**config.mk**
```make
export PLATFORM = sky130hd
export DESIGN_NAME = key_matrix_debouncer
export DESIGN_NICKNAME = d
export VERILOG_FILES = /design/src/rtl/kmd_pkg.sv /design/src/rtl/key_matrix_debouncer.sv /design/src/rtl/kmd_ram.sv
export VERILOG_INCLUDE_DIRS = /design/src /design/src/rtl
export SDC_FILE = /design/constraint.sdc
export NUM_CORES = 1
export LEC_CHECK = 0
export BUFFER_PORTS_ARGS = -buffer_cell sky130_fd_sc_hd__buf_2
export CORE_ASPECT_RATIO = 0.75
export CORE_MARGIN = 2
export CORE_UTILIZATION = 50
export DETAILED_ROUTE_END_ITERATION = 16
export GPL_TIMING_DRIVEN = 0
export PLACE_DENSITY_LB_ADDON = 0.2
export SLEW_MARGIN = 20
export SYNTH_ARGS = -nofsm -noshare
export SYNTH_HDL_FRONTEND = slang
export SYNTH_SLANG_ARGS = --single-unit
```
**constraint.sdc**
```tcl
create_clock -name clk -period 16.47 [get_ports clk]
set_input_delay 3.294 -clock clk [delete_from_list [all_inputs] [get_ports clk]]
set_output_delay 3.294 -clock clk [all_outputs]
set_load 0.05 [all_outputs]
```
**src/rtl/key_matrix_debouncer_macros.svh**
```systemverilog
// Assertion macros shared by the key matrix debouncer RTL.
// Bodies sample on clk and are disabled while rst is high; no other dependencies.
`ifndef KEY_MATRIX_DEBOUNCER_MACROS_SVH
`define KEY_MATRIX_DEBOUNCER_MACROS_SVH

// Same-cycle implication
`define KMD_ASSERT_IMP(name, ante, cons) \
  name: assert property (@(posedge clk) disable iff (rst) (ante) |-> (cons)) \
    else $error("key_matrix_debouncer: implication check failed");

// Next-cycle implication
`define KMD_ASSERT_NEXT(name, ante, cons) \
  name: assert property (@(posedge clk) disable iff (rst) (ante) |=> (cons)) \
    else $error("key_matrix_debouncer: next-cycle check failed");

`endif

```
**src/rtl/kmd_pkg.sv**
```systemverilog
// Shared types and constants for the key matrix debouncer.
// No dependencies; used by key_matrix_debouncer.
package kmd_pkg;

  localparam int ROW_W   = 3;
  localparam int COL_W   = 4;
  localparam int COUNT_W = 16;

  localparam logic [COUNT_W-1:0] THRESHOLD_RESET = 16'd100;
  localparam logic [COUNT_W-1:0] COUNT_MAX       = 16'hFFFF;

  // Per-key entry: only the count of the last sampled level can be nonzero,
  // so one count plus the last level stands for both press and release counts.
  typedef struct packed {
    logic               down;
    logic               level;
    logic [COUNT_W-1:0] count;
  } entry_t;

endpackage

```
**src/rtl/key_matrix_debouncer.sv**
```systemverilog
// Key matrix debouncer: one raw key sample in per transfer, one debounced
// result (key_down, changed) out per sample. Takes one sample every clock cycle
// unless the result stream stalls or the RAM is being cleared; a result passes
// the memory read stage, then the output register. Per-key state lives in one RAM of
// ROWS*COLUMNS entries, read-modify-write with forwarding of the previous cycle's
// write. After reset the RAM is cleared in a pass over all ROWS*COLUMNS entries,
// during which s_tready is low; cfg writes are taken at any time. Samples of keys
// outside the matrix give key_down = 0, changed = 0 and leave the state alone.
// Depends on kmd_pkg, kmd_ram and key_matrix_debouncer_macros.svh.
module key_matrix_debouncer #(
  parameter int ROWS    = 5,
  parameter int COLUMNS = 15
) (
  input  logic       clk,
  input  logic       rst,
  // Sample stream
  input  logic       s_tvalid,
  output logic       s_tready,
  input  logic [7:0] s_tdata,   // [2:0] row_index, [6:3] column_index, [7] pressed
  // Result stream
  output logic       m_tvalid,
  input  logic       m_tready,
  output logic [7:0] m_tdata,   // [0] key_down, [1] changed, [7:2] zero
  // Threshold register write
  input  logic        cfg_valid,
  output logic        cfg_ready,
  input  logic [15:0] cfg_data  // debounce_threshold
);

  `include "key_matrix_debouncer_macros.svh"

  localparam int KEYS    = ROWS * COLUMNS;
  localparam int KEY_AW  = (KEYS > 1) ? $clog2(KEYS) : 1;
  localparam int ENTRY_W = $bits(kmd_pkg::entry_t);
  localparam logic [KEY_AW-1:0] LAST_KEY = KEY_AW'(KEYS - 1);

  // Threshold register
  logic [kmd_pkg::COUNT_W-1:0] threshold;

  always_ff @(posedge clk) begin
    if (rst) begin
      threshold <= kmd_pkg::THRESHOLD_RESET;
    end else if (cfg_valid) begin
      threshold <= cfg_data;
    end
  end

  assign cfg_ready = 1'b1;

  // Clearing pass after reset
  logic              clr_active;
  logic [KEY_AW-1:0] clr_addr;

  always_ff @(posedge clk) begin
    if (rst) begin
      clr_active <= 1'b1;
      clr_addr   <= '0;
    end else if (clr_active) begin
      if (clr_addr == LAST_KEY) begin
        clr_active <= 1'b0;
      end
      clr_addr <= clr_addr + KEY_AW'(1);
    end
  end

  // Input decode
  logic [kmd_pkg::ROW_W-1:0] in_row;
  logic [kmd_pkg::COL_W-1:0] in_col;
  logic                      in_level;
  logic                      in_ok;
  logic [KEY_AW-1:0]         in_key;
  logic                      accept;

  assign in_row   = s_tdata[2:0];
  assign in_col   = s_tdata[6:3];
  assign in_level = s_tdata[7];
  assign in_ok    = (32'(in_row) < ROWS) && (32'(in_col) < COLUMNS);
  assign in_key   = KEY_AW'(in_row) * KEY_AW'(COLUMNS) + KEY_AW'(in_col);

  // Stage 1: memory data arrives, entry is updated
  logic                        s1_valid;
  logic                        s1_ok;
  logic                        s1_level;
  logic [KEY_AW-1:0]           s1_key;
  logic                        s1_fwd;
  kmd_pkg::entry_t             s1_fwd_data;
  logic                        s1_adv;

  // Output register
  logic o_valid;
  logic o_down;
  logic o_changed;

  assign s1_adv   = !o_valid || m_tready;
  assign s_tready = !clr_active && (!s1_valid || s1_adv);
  assign accept   = s_tvalid && s_tready;

  // Memory ports
  logic                upd_we;
  kmd_pkg::entry_t     upd_entry;
  logic                ram_we;
  logic [KEY_AW-1:0]   ram_waddr;
  logic [ENTRY_W-1:0]  ram_wdata;
  logic [ENTRY_W-1:0]  ram_rdata;

  assign upd_we    = s1_valid && s1_ok && s1_adv;
  assign ram_we    = clr_active || upd_we;
  assign ram_waddr = clr_active ? clr_addr : s1_key;
  assign ram_wdata = clr_active ? '0 : upd_entry;

  kmd_ram #(
    .WIDTH (ENTRY_W),
    .DEPTH (KEYS)
  ) u_state_ram (
    .clk     (clk),
    .wr_en   (ram_we),
    .wr_addr (ram_waddr),
    .wr_data (ram_wdata),
    .rd_en   (accept),
    .rd_addr (in_key),
    .rd_data (ram_rdata)
  );

  // Stage 1 registers; forward the write that lands at the read edge
  always_ff @(posedge clk) begin
    if (rst) begin
      s1_valid <= 1'b0;
    end else if (accept) begin
      s1_valid <= 1'b1;
    end else if (s1_adv) begin
      s1_valid <= 1'b0;
    end
  end

  always_ff @(posedge clk) begin
    if (accept) begin
      s1_ok       <= in_ok;
      s1_level    <= in_level;
      s1_key      <= in_key;
      s1_fwd      <= upd_we && (s1_key == in_key);
      s1_fwd_data <= upd_entry;
    end
  end

  // Entry update
  kmd_pkg::entry_t             cur;
  logic [kmd_pkg::COUNT_W-1:0] old_count;
  logic                        new_down;

  always_comb begin
    cur       = s1_fwd ? s1_fwd_data : kmd_pkg::entry_t'(ram_rdata);
    old_count = (cur.level == s1_level) ? cur.count : '0;
    new_down  = (old_count >= threshold) ? s1_level : cur.down;
    upd_entry.down  = new_down;
    upd_entry.level = s1_level;
    upd_entry.count = (old_count == kmd_pkg::COUNT_MAX) ? kmd_pkg::COUNT_MAX
                                                        : old_count + 16'd1;
  end

  // Output register
  always_ff @(posedge clk) begin
    if (rst) begin
      o_valid <= 1'b0;
    end else if (s1_adv) begin
      o_valid <= s1_valid;
    end
  end

  always_ff @(posedge clk) begin
    if (s1_adv && s1_valid) begin
      o_down    <= s1_ok && new_down;
      o_changed <= s1_ok && (new_down != cur.down);
    end
  end

  assign m_tvalid = o_valid;
  assign m_tdata  = {6'b000000, o_changed, o_down};

  // Checks
  `KMD_ASSERT_IMP(a_no_update_in_clear, clr_active, !upd_we)
  `KMD_ASSERT_NEXT(a_clear_stays_done, !clr_active, !clr_active)
  `KMD_ASSERT_NEXT(a_fwd_same_key, accept && upd_we && (s1_key == in_key), s1_fwd)
  `KMD_ASSERT_NEXT(a_outside_key_zero, s1_valid && !s1_ok && s1_adv,
                   !o_down && !o_changed)

endmodule

```
**src/rtl/kmd_ram.sv**
```systemverilog
// Generic single-write, single-read synchronous RAM with registered read data.
// No dependencies.
module kmd_ram #(
  parameter int WIDTH = 18,
  parameter int DEPTH = 75
) (
  input  logic                                   clk,
  input  logic                                   wr_en,
  input  logic [((DEPTH > 1) ? $clog2(DEPTH) : 1)-1:0] wr_addr,
  input  logic [WIDTH-1:0]                       wr_data,
  input  logic                                   rd_en,
  input  logic [((DEPTH > 1) ? $clog2(DEPTH) : 1)-1:0] rd_addr,
  output logic [WIDTH-1:0]                       rd_data
);

  logic [WIDTH-1:0] mem [DEPTH];

  // Write port
  always_ff @(posedge clk) begin
    if (wr_en) begin
      mem[wr_addr] <= wr_data;
    end
  end

  // Registered read; old data on a same-address write
  always_ff @(posedge clk) begin
    if (rd_en) begin
      rd_data <= mem[rd_addr];
    end
  end

endmodule

```
# Word-level counts from Yosys, hierarchy flattened

Memory sizes are Yosys's and may differ from the RTL's. A register that Yosys moved wholly into a read port is not among the register bits.
Index checks and enable logic that the tools add are counted.
W data, S select, Z words.

Equal/unequal tests: 5
Add/sub/neg operators: 3
Multiply operators: 1
$lt $le $gt $ge: 3
Reduce and logical (&&, ||, !) cells: 16
Multiplexer cells: 12

Operators with widths:

| cell                    | number |
|---|---|
| $mux W18                | 2 |
| $mux W16                | 2 |
| $add A16 B1 Y16 const B | 1 |
| $eq A16 B16 Y1 const B  | 1 |
| $ge A16 B16 Y1          | 1 |
| $logic_and A1 B1 Y1     | 9 |
| $add A7 B1 Y7 const B   | 1 |
| $add A7 B4 Y7           | 1 |
| $eq A7 B7 Y1            | 1 |
| $eq A7 B7 Y1 const B    | 1 |
| $mul A3 B4 Y7 const B   | 1 |
| $mux W1                 | 7 |
| $mux W7                 | 1 |
| $lt A4 B4 Y1 const B    | 1 |
| $logic_not A1 Y1        | 3 |
| $logic_or A1 B1 Y1      | 3 |
| $lt A3 B3 Y1 const B    | 1 |
| $reduce_bool A2 Y1      | 1 |
| $eq A1 B1 Y1            | 1 |
| $ne A1 B1 Y1            | 1 |

Logic and storage cells: 55
Output and inout bits: 11
RAM bits: 1350
Register bits: 56
Memories: 1
Input port bits: 29

Memory list:

| name            | depth | bits a word | read ports | clocked after Yosys merged registers in | write ports | line          | source |
|---|---|---|---|---|---|---|---|
| u_state_ram.mem | 75    | 18          | 1          | 1                                       | 1           | kmd_ram.sv:16 | `logic [WIDTH-1:0] mem [DEPTH];` |

# Longest topological paths before layout

Depth after elaboration: 7
Gate-level depth with buffers: 14
Depth with buffers taken out: 12

# By module

From an unflattened synthesis, not the netlist that was laid out.

Cells, all modules: 3063
Area, all modules: 56965.9 um^2

Modules (own cells, without submodules):

| module               | times used | area an instance (um^2) | cells an instance |
|---|---|---|---|
| kmd_ram              | 1          | 52995.8                 | 2662 |
| key_matrix_debouncer | 1          | 3970.1                  | 401 |

# Least setup slack after synthesis

OpenSTA, ideal clock, no wires.

Kind: input-to-output
From: in m_tready
To: out s_tready
Slack: 9.001 ns
Stages on the path: 2
Data arrival time: 4.175 ns
Path through: nor2b_1 a21oi_1

Longest elaborated chain between the ends: 3

Ends and longest elaborated chain:

| item                | line                       | source |
|---|---|---|
| start: declaration  | key_matrix_debouncer.sv:22 | `input logic m_tready,` |
| $logic_or A1 B1 Y1  | key_matrix_debouncer.sv:94 | `assign s1_adv = !o_valid \|\| m_tready;` |
| $logic_or A1 B1 Y1  | key_matrix_debouncer.sv:95 | `assign s_tready = !clr_active && (!s1_valid \|\| s1_adv);` |
| $logic_and A1 B1 Y1 | key_matrix_debouncer.sv:95 |  |
| end: declaration    | key_matrix_debouncer.sv:18 | `output logic s_tready,` |

Every way passes these cells.

# Final worst setup path

From: in s_tdata[0]
To: reg u_state_ram.rd_data[17], read port of u_state_ram.mem, data pin

Longest elaborated chain between the ends: 2

Ends and longest elaborated chain:

| item               | line                       | source |
|---|---|---|
| start: declaration | key_matrix_debouncer.sv:19 | `input logic [7:0] s_tdata,` |
| $mul A3 B4 Y7      | key_matrix_debouncer.sv:78 | `assign in_key = KEY_AW'(in_row) * KEY_AW'(COLUMNS) + KEY_AW'(in_col);` |
| $add A7 B4 Y7      | key_matrix_debouncer.sv:78 |  |
| end: declaration   | kmd_ram.sv:13              | `output logic [WIDTH-1:0] rd_data` |

Every way passes these cells.
A chain may end at the register's enable or synchronous reset.

==> impl_metrics.toml <==
[outcome]
status = "finished, final reports clean"

[floorplan]
fp.dieW_um = 392
ios = 40
dieArea_um2 = 116000
start_util_pct = 50.5
core_um2 = 112000
rows = 106
dieHeight_um = 295

[global_route]
grt_pass1_vias = 28879
antenna_found_initial = 1
grt_max_degree = 41
grt_pass1_wl_um = 213000
grt_use_total_pct = 26.6
grt-ovfl-total = 0

[critical_path]
cp_max_fo = 10
start_kind = "input pin"
worstSetupPathType = "input pin to flop"
startpoint = "s_tdata[0]"
worstReg2RegStart = "s1_fwd"
end_kind = "flop"
required_ns = 16.98
cp.arrival_ns = 9.58

[clocking]
clock-sinks = 1424
cts_root_buffer = "clkbuf_16"
cts-resized-gates = 0
path_clk_slew_ns = 0.06
worstSkewPairLatency_ns = 0.77
cts_hold_buf = 0
post_cts_buffers = 0
clockBufferDepth = 3
cts_tree = "done"
cts_buffers = 136
htreeDepth = 4

[power]
vdd_drop_max_uv = 90.8
p_leak_nw = 23.6
power_per_cell_area_nw_per_um2 = 122

[yosys]
yosysMostFrequentCell = "edfxtp_1"
synthFlopType = "edfxtp_1"
synth-seq-area-share_pct = 75.3
ys_seq_elements = 1424
ys_types = 67
synth-edff-count = 1398
ys_top_cells_by_count = "edfxtp_1 (1398), mux4_2 (343), nand2_1 (168)"
avgSynthCellArea_um2 = 20.3
synth_warnings = 0
yosysTopAreaCell = "edfxtp_1"
synth_area_um2 = 56400
yosys.area.top_type_share_pct = 74.4
synth.top_cells.by_area = "edfxtp_1 (74%), mux4_2 (14%), mux2i_1 (1.2%)"
synthCells = 2778
synthArstFlopShare_pct = 0

[timing]
finalHoldViolCount = 0
fin_crit_ns = 9.07
fin_skew_ns = 0.0270
report.final.slew_viol_count = 0
slew-limit-headroom_pct = 18.8
fmax_mhz = 110
worst_slew_pin_slew_ns = 1.21
fin_crit_sh_pct = 55.0
setup_viol_count_final = 0
finalSetupTns_ns = 0
rsz0062_at_grt = "false"

[routing]
wirelength_um = 151000
drc = 0
vias_per_cell = 6.39
drtIter0Drc = 3970
drt_pass1_iterations = 8
wire_per_inst_um = 32.6
vias = 29587
detail-route-antenna-nets = 0

[final_layout]
drive_gt1_share_pct = 27.3
final_util_pct = 58.0
area_growth_pct = 14.8
fillers = 8185
final_nets = 3085

[place]
gp_congestion = 0.967
port_buffers = 31
dpl.hpwl_um = 103000

[job]
drv_cap = 0

[hold_path]
hold_start = "threshold[9]"
hold_class = "flop to flop"
-- sequential cells by signal, summed over array words and instances (netlist names) --
signal               flops
s1_key                   7
s1_ok                    1
u_state_ram.rd_data     18
o_changed                1
s1_fwd_data             18
s1_valid                 1
s1_level                 1
m_tvalid                 1
s1_fwd                   1
clr_active               1
clr_addr                 7
threshold               16
o_down                   1
u_state_ram.mem       1350
-- cell type report --
type                       instances  area, µm²  share of cell area (%)
sequential                      1424      42500                    65.6
multi-input combinational       1167      13800                    21.3
clock buffer                     170       3690                    5.70
tap                             1512       1890                    2.92
timing repair buffer             100       1530                    2.36
buffer                           147        669                    1.03
clock inverter                    65        512                   0.790
inverter                          45        169                   0.261
antenna                            2       5.00                 0.00773
-- logic make-up after synthesis --
kind of cell / synth area share, %
DFF: 75.3
buffers and inverters: 1.46
muxes: 15.9
AOI/OAI and AO/OA: 2.82
xor gates and xnor gates: 0.452
adders and majority gates: 0.860
other: 0.0133
and+or+nand+nor: 3.14
-- worst max-delay path: stages --
cell and delay, ns:
buf_2 0.14, fa_1 0.53, fa_1 0.55, inv_1 0.06, fa_1 0.55, clkbuf_1 0.78, clkbuf_1 0.78, inv_2 0.41
nor2_1 0.84, a22oi_1 0.37, a21oi_1 0.57, nor2_1 0.22, o211ai_1 0.43
-- cell usage in the layout (no fill, tap or decap), types with 9 or more instances in the layout --
master,n
a221oi_1,13
a21oi_1,48
buf_16,29
clkinv_1,30
inv_1,42
clkbuf_16,143
xor2_1,11
clkinv_2,17
a32oi_1,10
dfxtp_1,26
nor3_1,16
mux2_2,51
mux2i_1,69
nor2_1,71
buf_1,18
a211oi_1,18
nand2_1,163
a22oi_1,36
o22ai_1,17
ha_1,30
buf_2,78
xnor2_1,14
nor2_2,16
nand3_1,27
clkbuf_1,91
o21ai_0,13
buf_12,13
buf_4,16
mux4_2,343
a21oi_4,13
buf_6,15
a221o_1,9
edfxtp_1,1398
nor2_4,61
-- metrics by stage --
step	area, µm²	instances	total power (W)	hold slack [ns]	worst slack [ns]
final	64800	4632	0.00792	0.505	7.40
after floorplan	56400	2783	0.00457	0.445	9.00
after CTS	64700	4630	0.00794	0.505	7.57
after global routing	64700	4630	0.00812	0.527	7.45
after global placement	58500	4326	0.00495	0.474	4.19
after detailed placement	60500	4395	0.00498	0.473	6.71
-- worst paths after layout --
path | end | slack (ns) | cells after the start
worst max-delay path | u_state_ram.rd_data[17] | 7.40 | 13
worst min-delay path | threshold[9] | 0.51 | 2
worst max register to register | u_state_ram.mem[50][13] | 11.24 | 15
worst min register to register | threshold[9] | 0.51 | 2
-- report_power, final --
part	total (W)	internal (W)	switching, W
combinational	0.000970	0.000284	0.000687
sequential	0.00395	0.00394	0.00000504
clock	0.00300	0.00168	0.00132
-- per-layer routing --
layer	track usage, %	wire length (µm)	part of all wire (%)
met5	0	0	0
met3	7.21	18500	12
met4	8.00	3970	2.6
met2	37.3	64800	43
met1	40.9	63700	42
No activity file was read; power rests on OpenSTA's default activity.
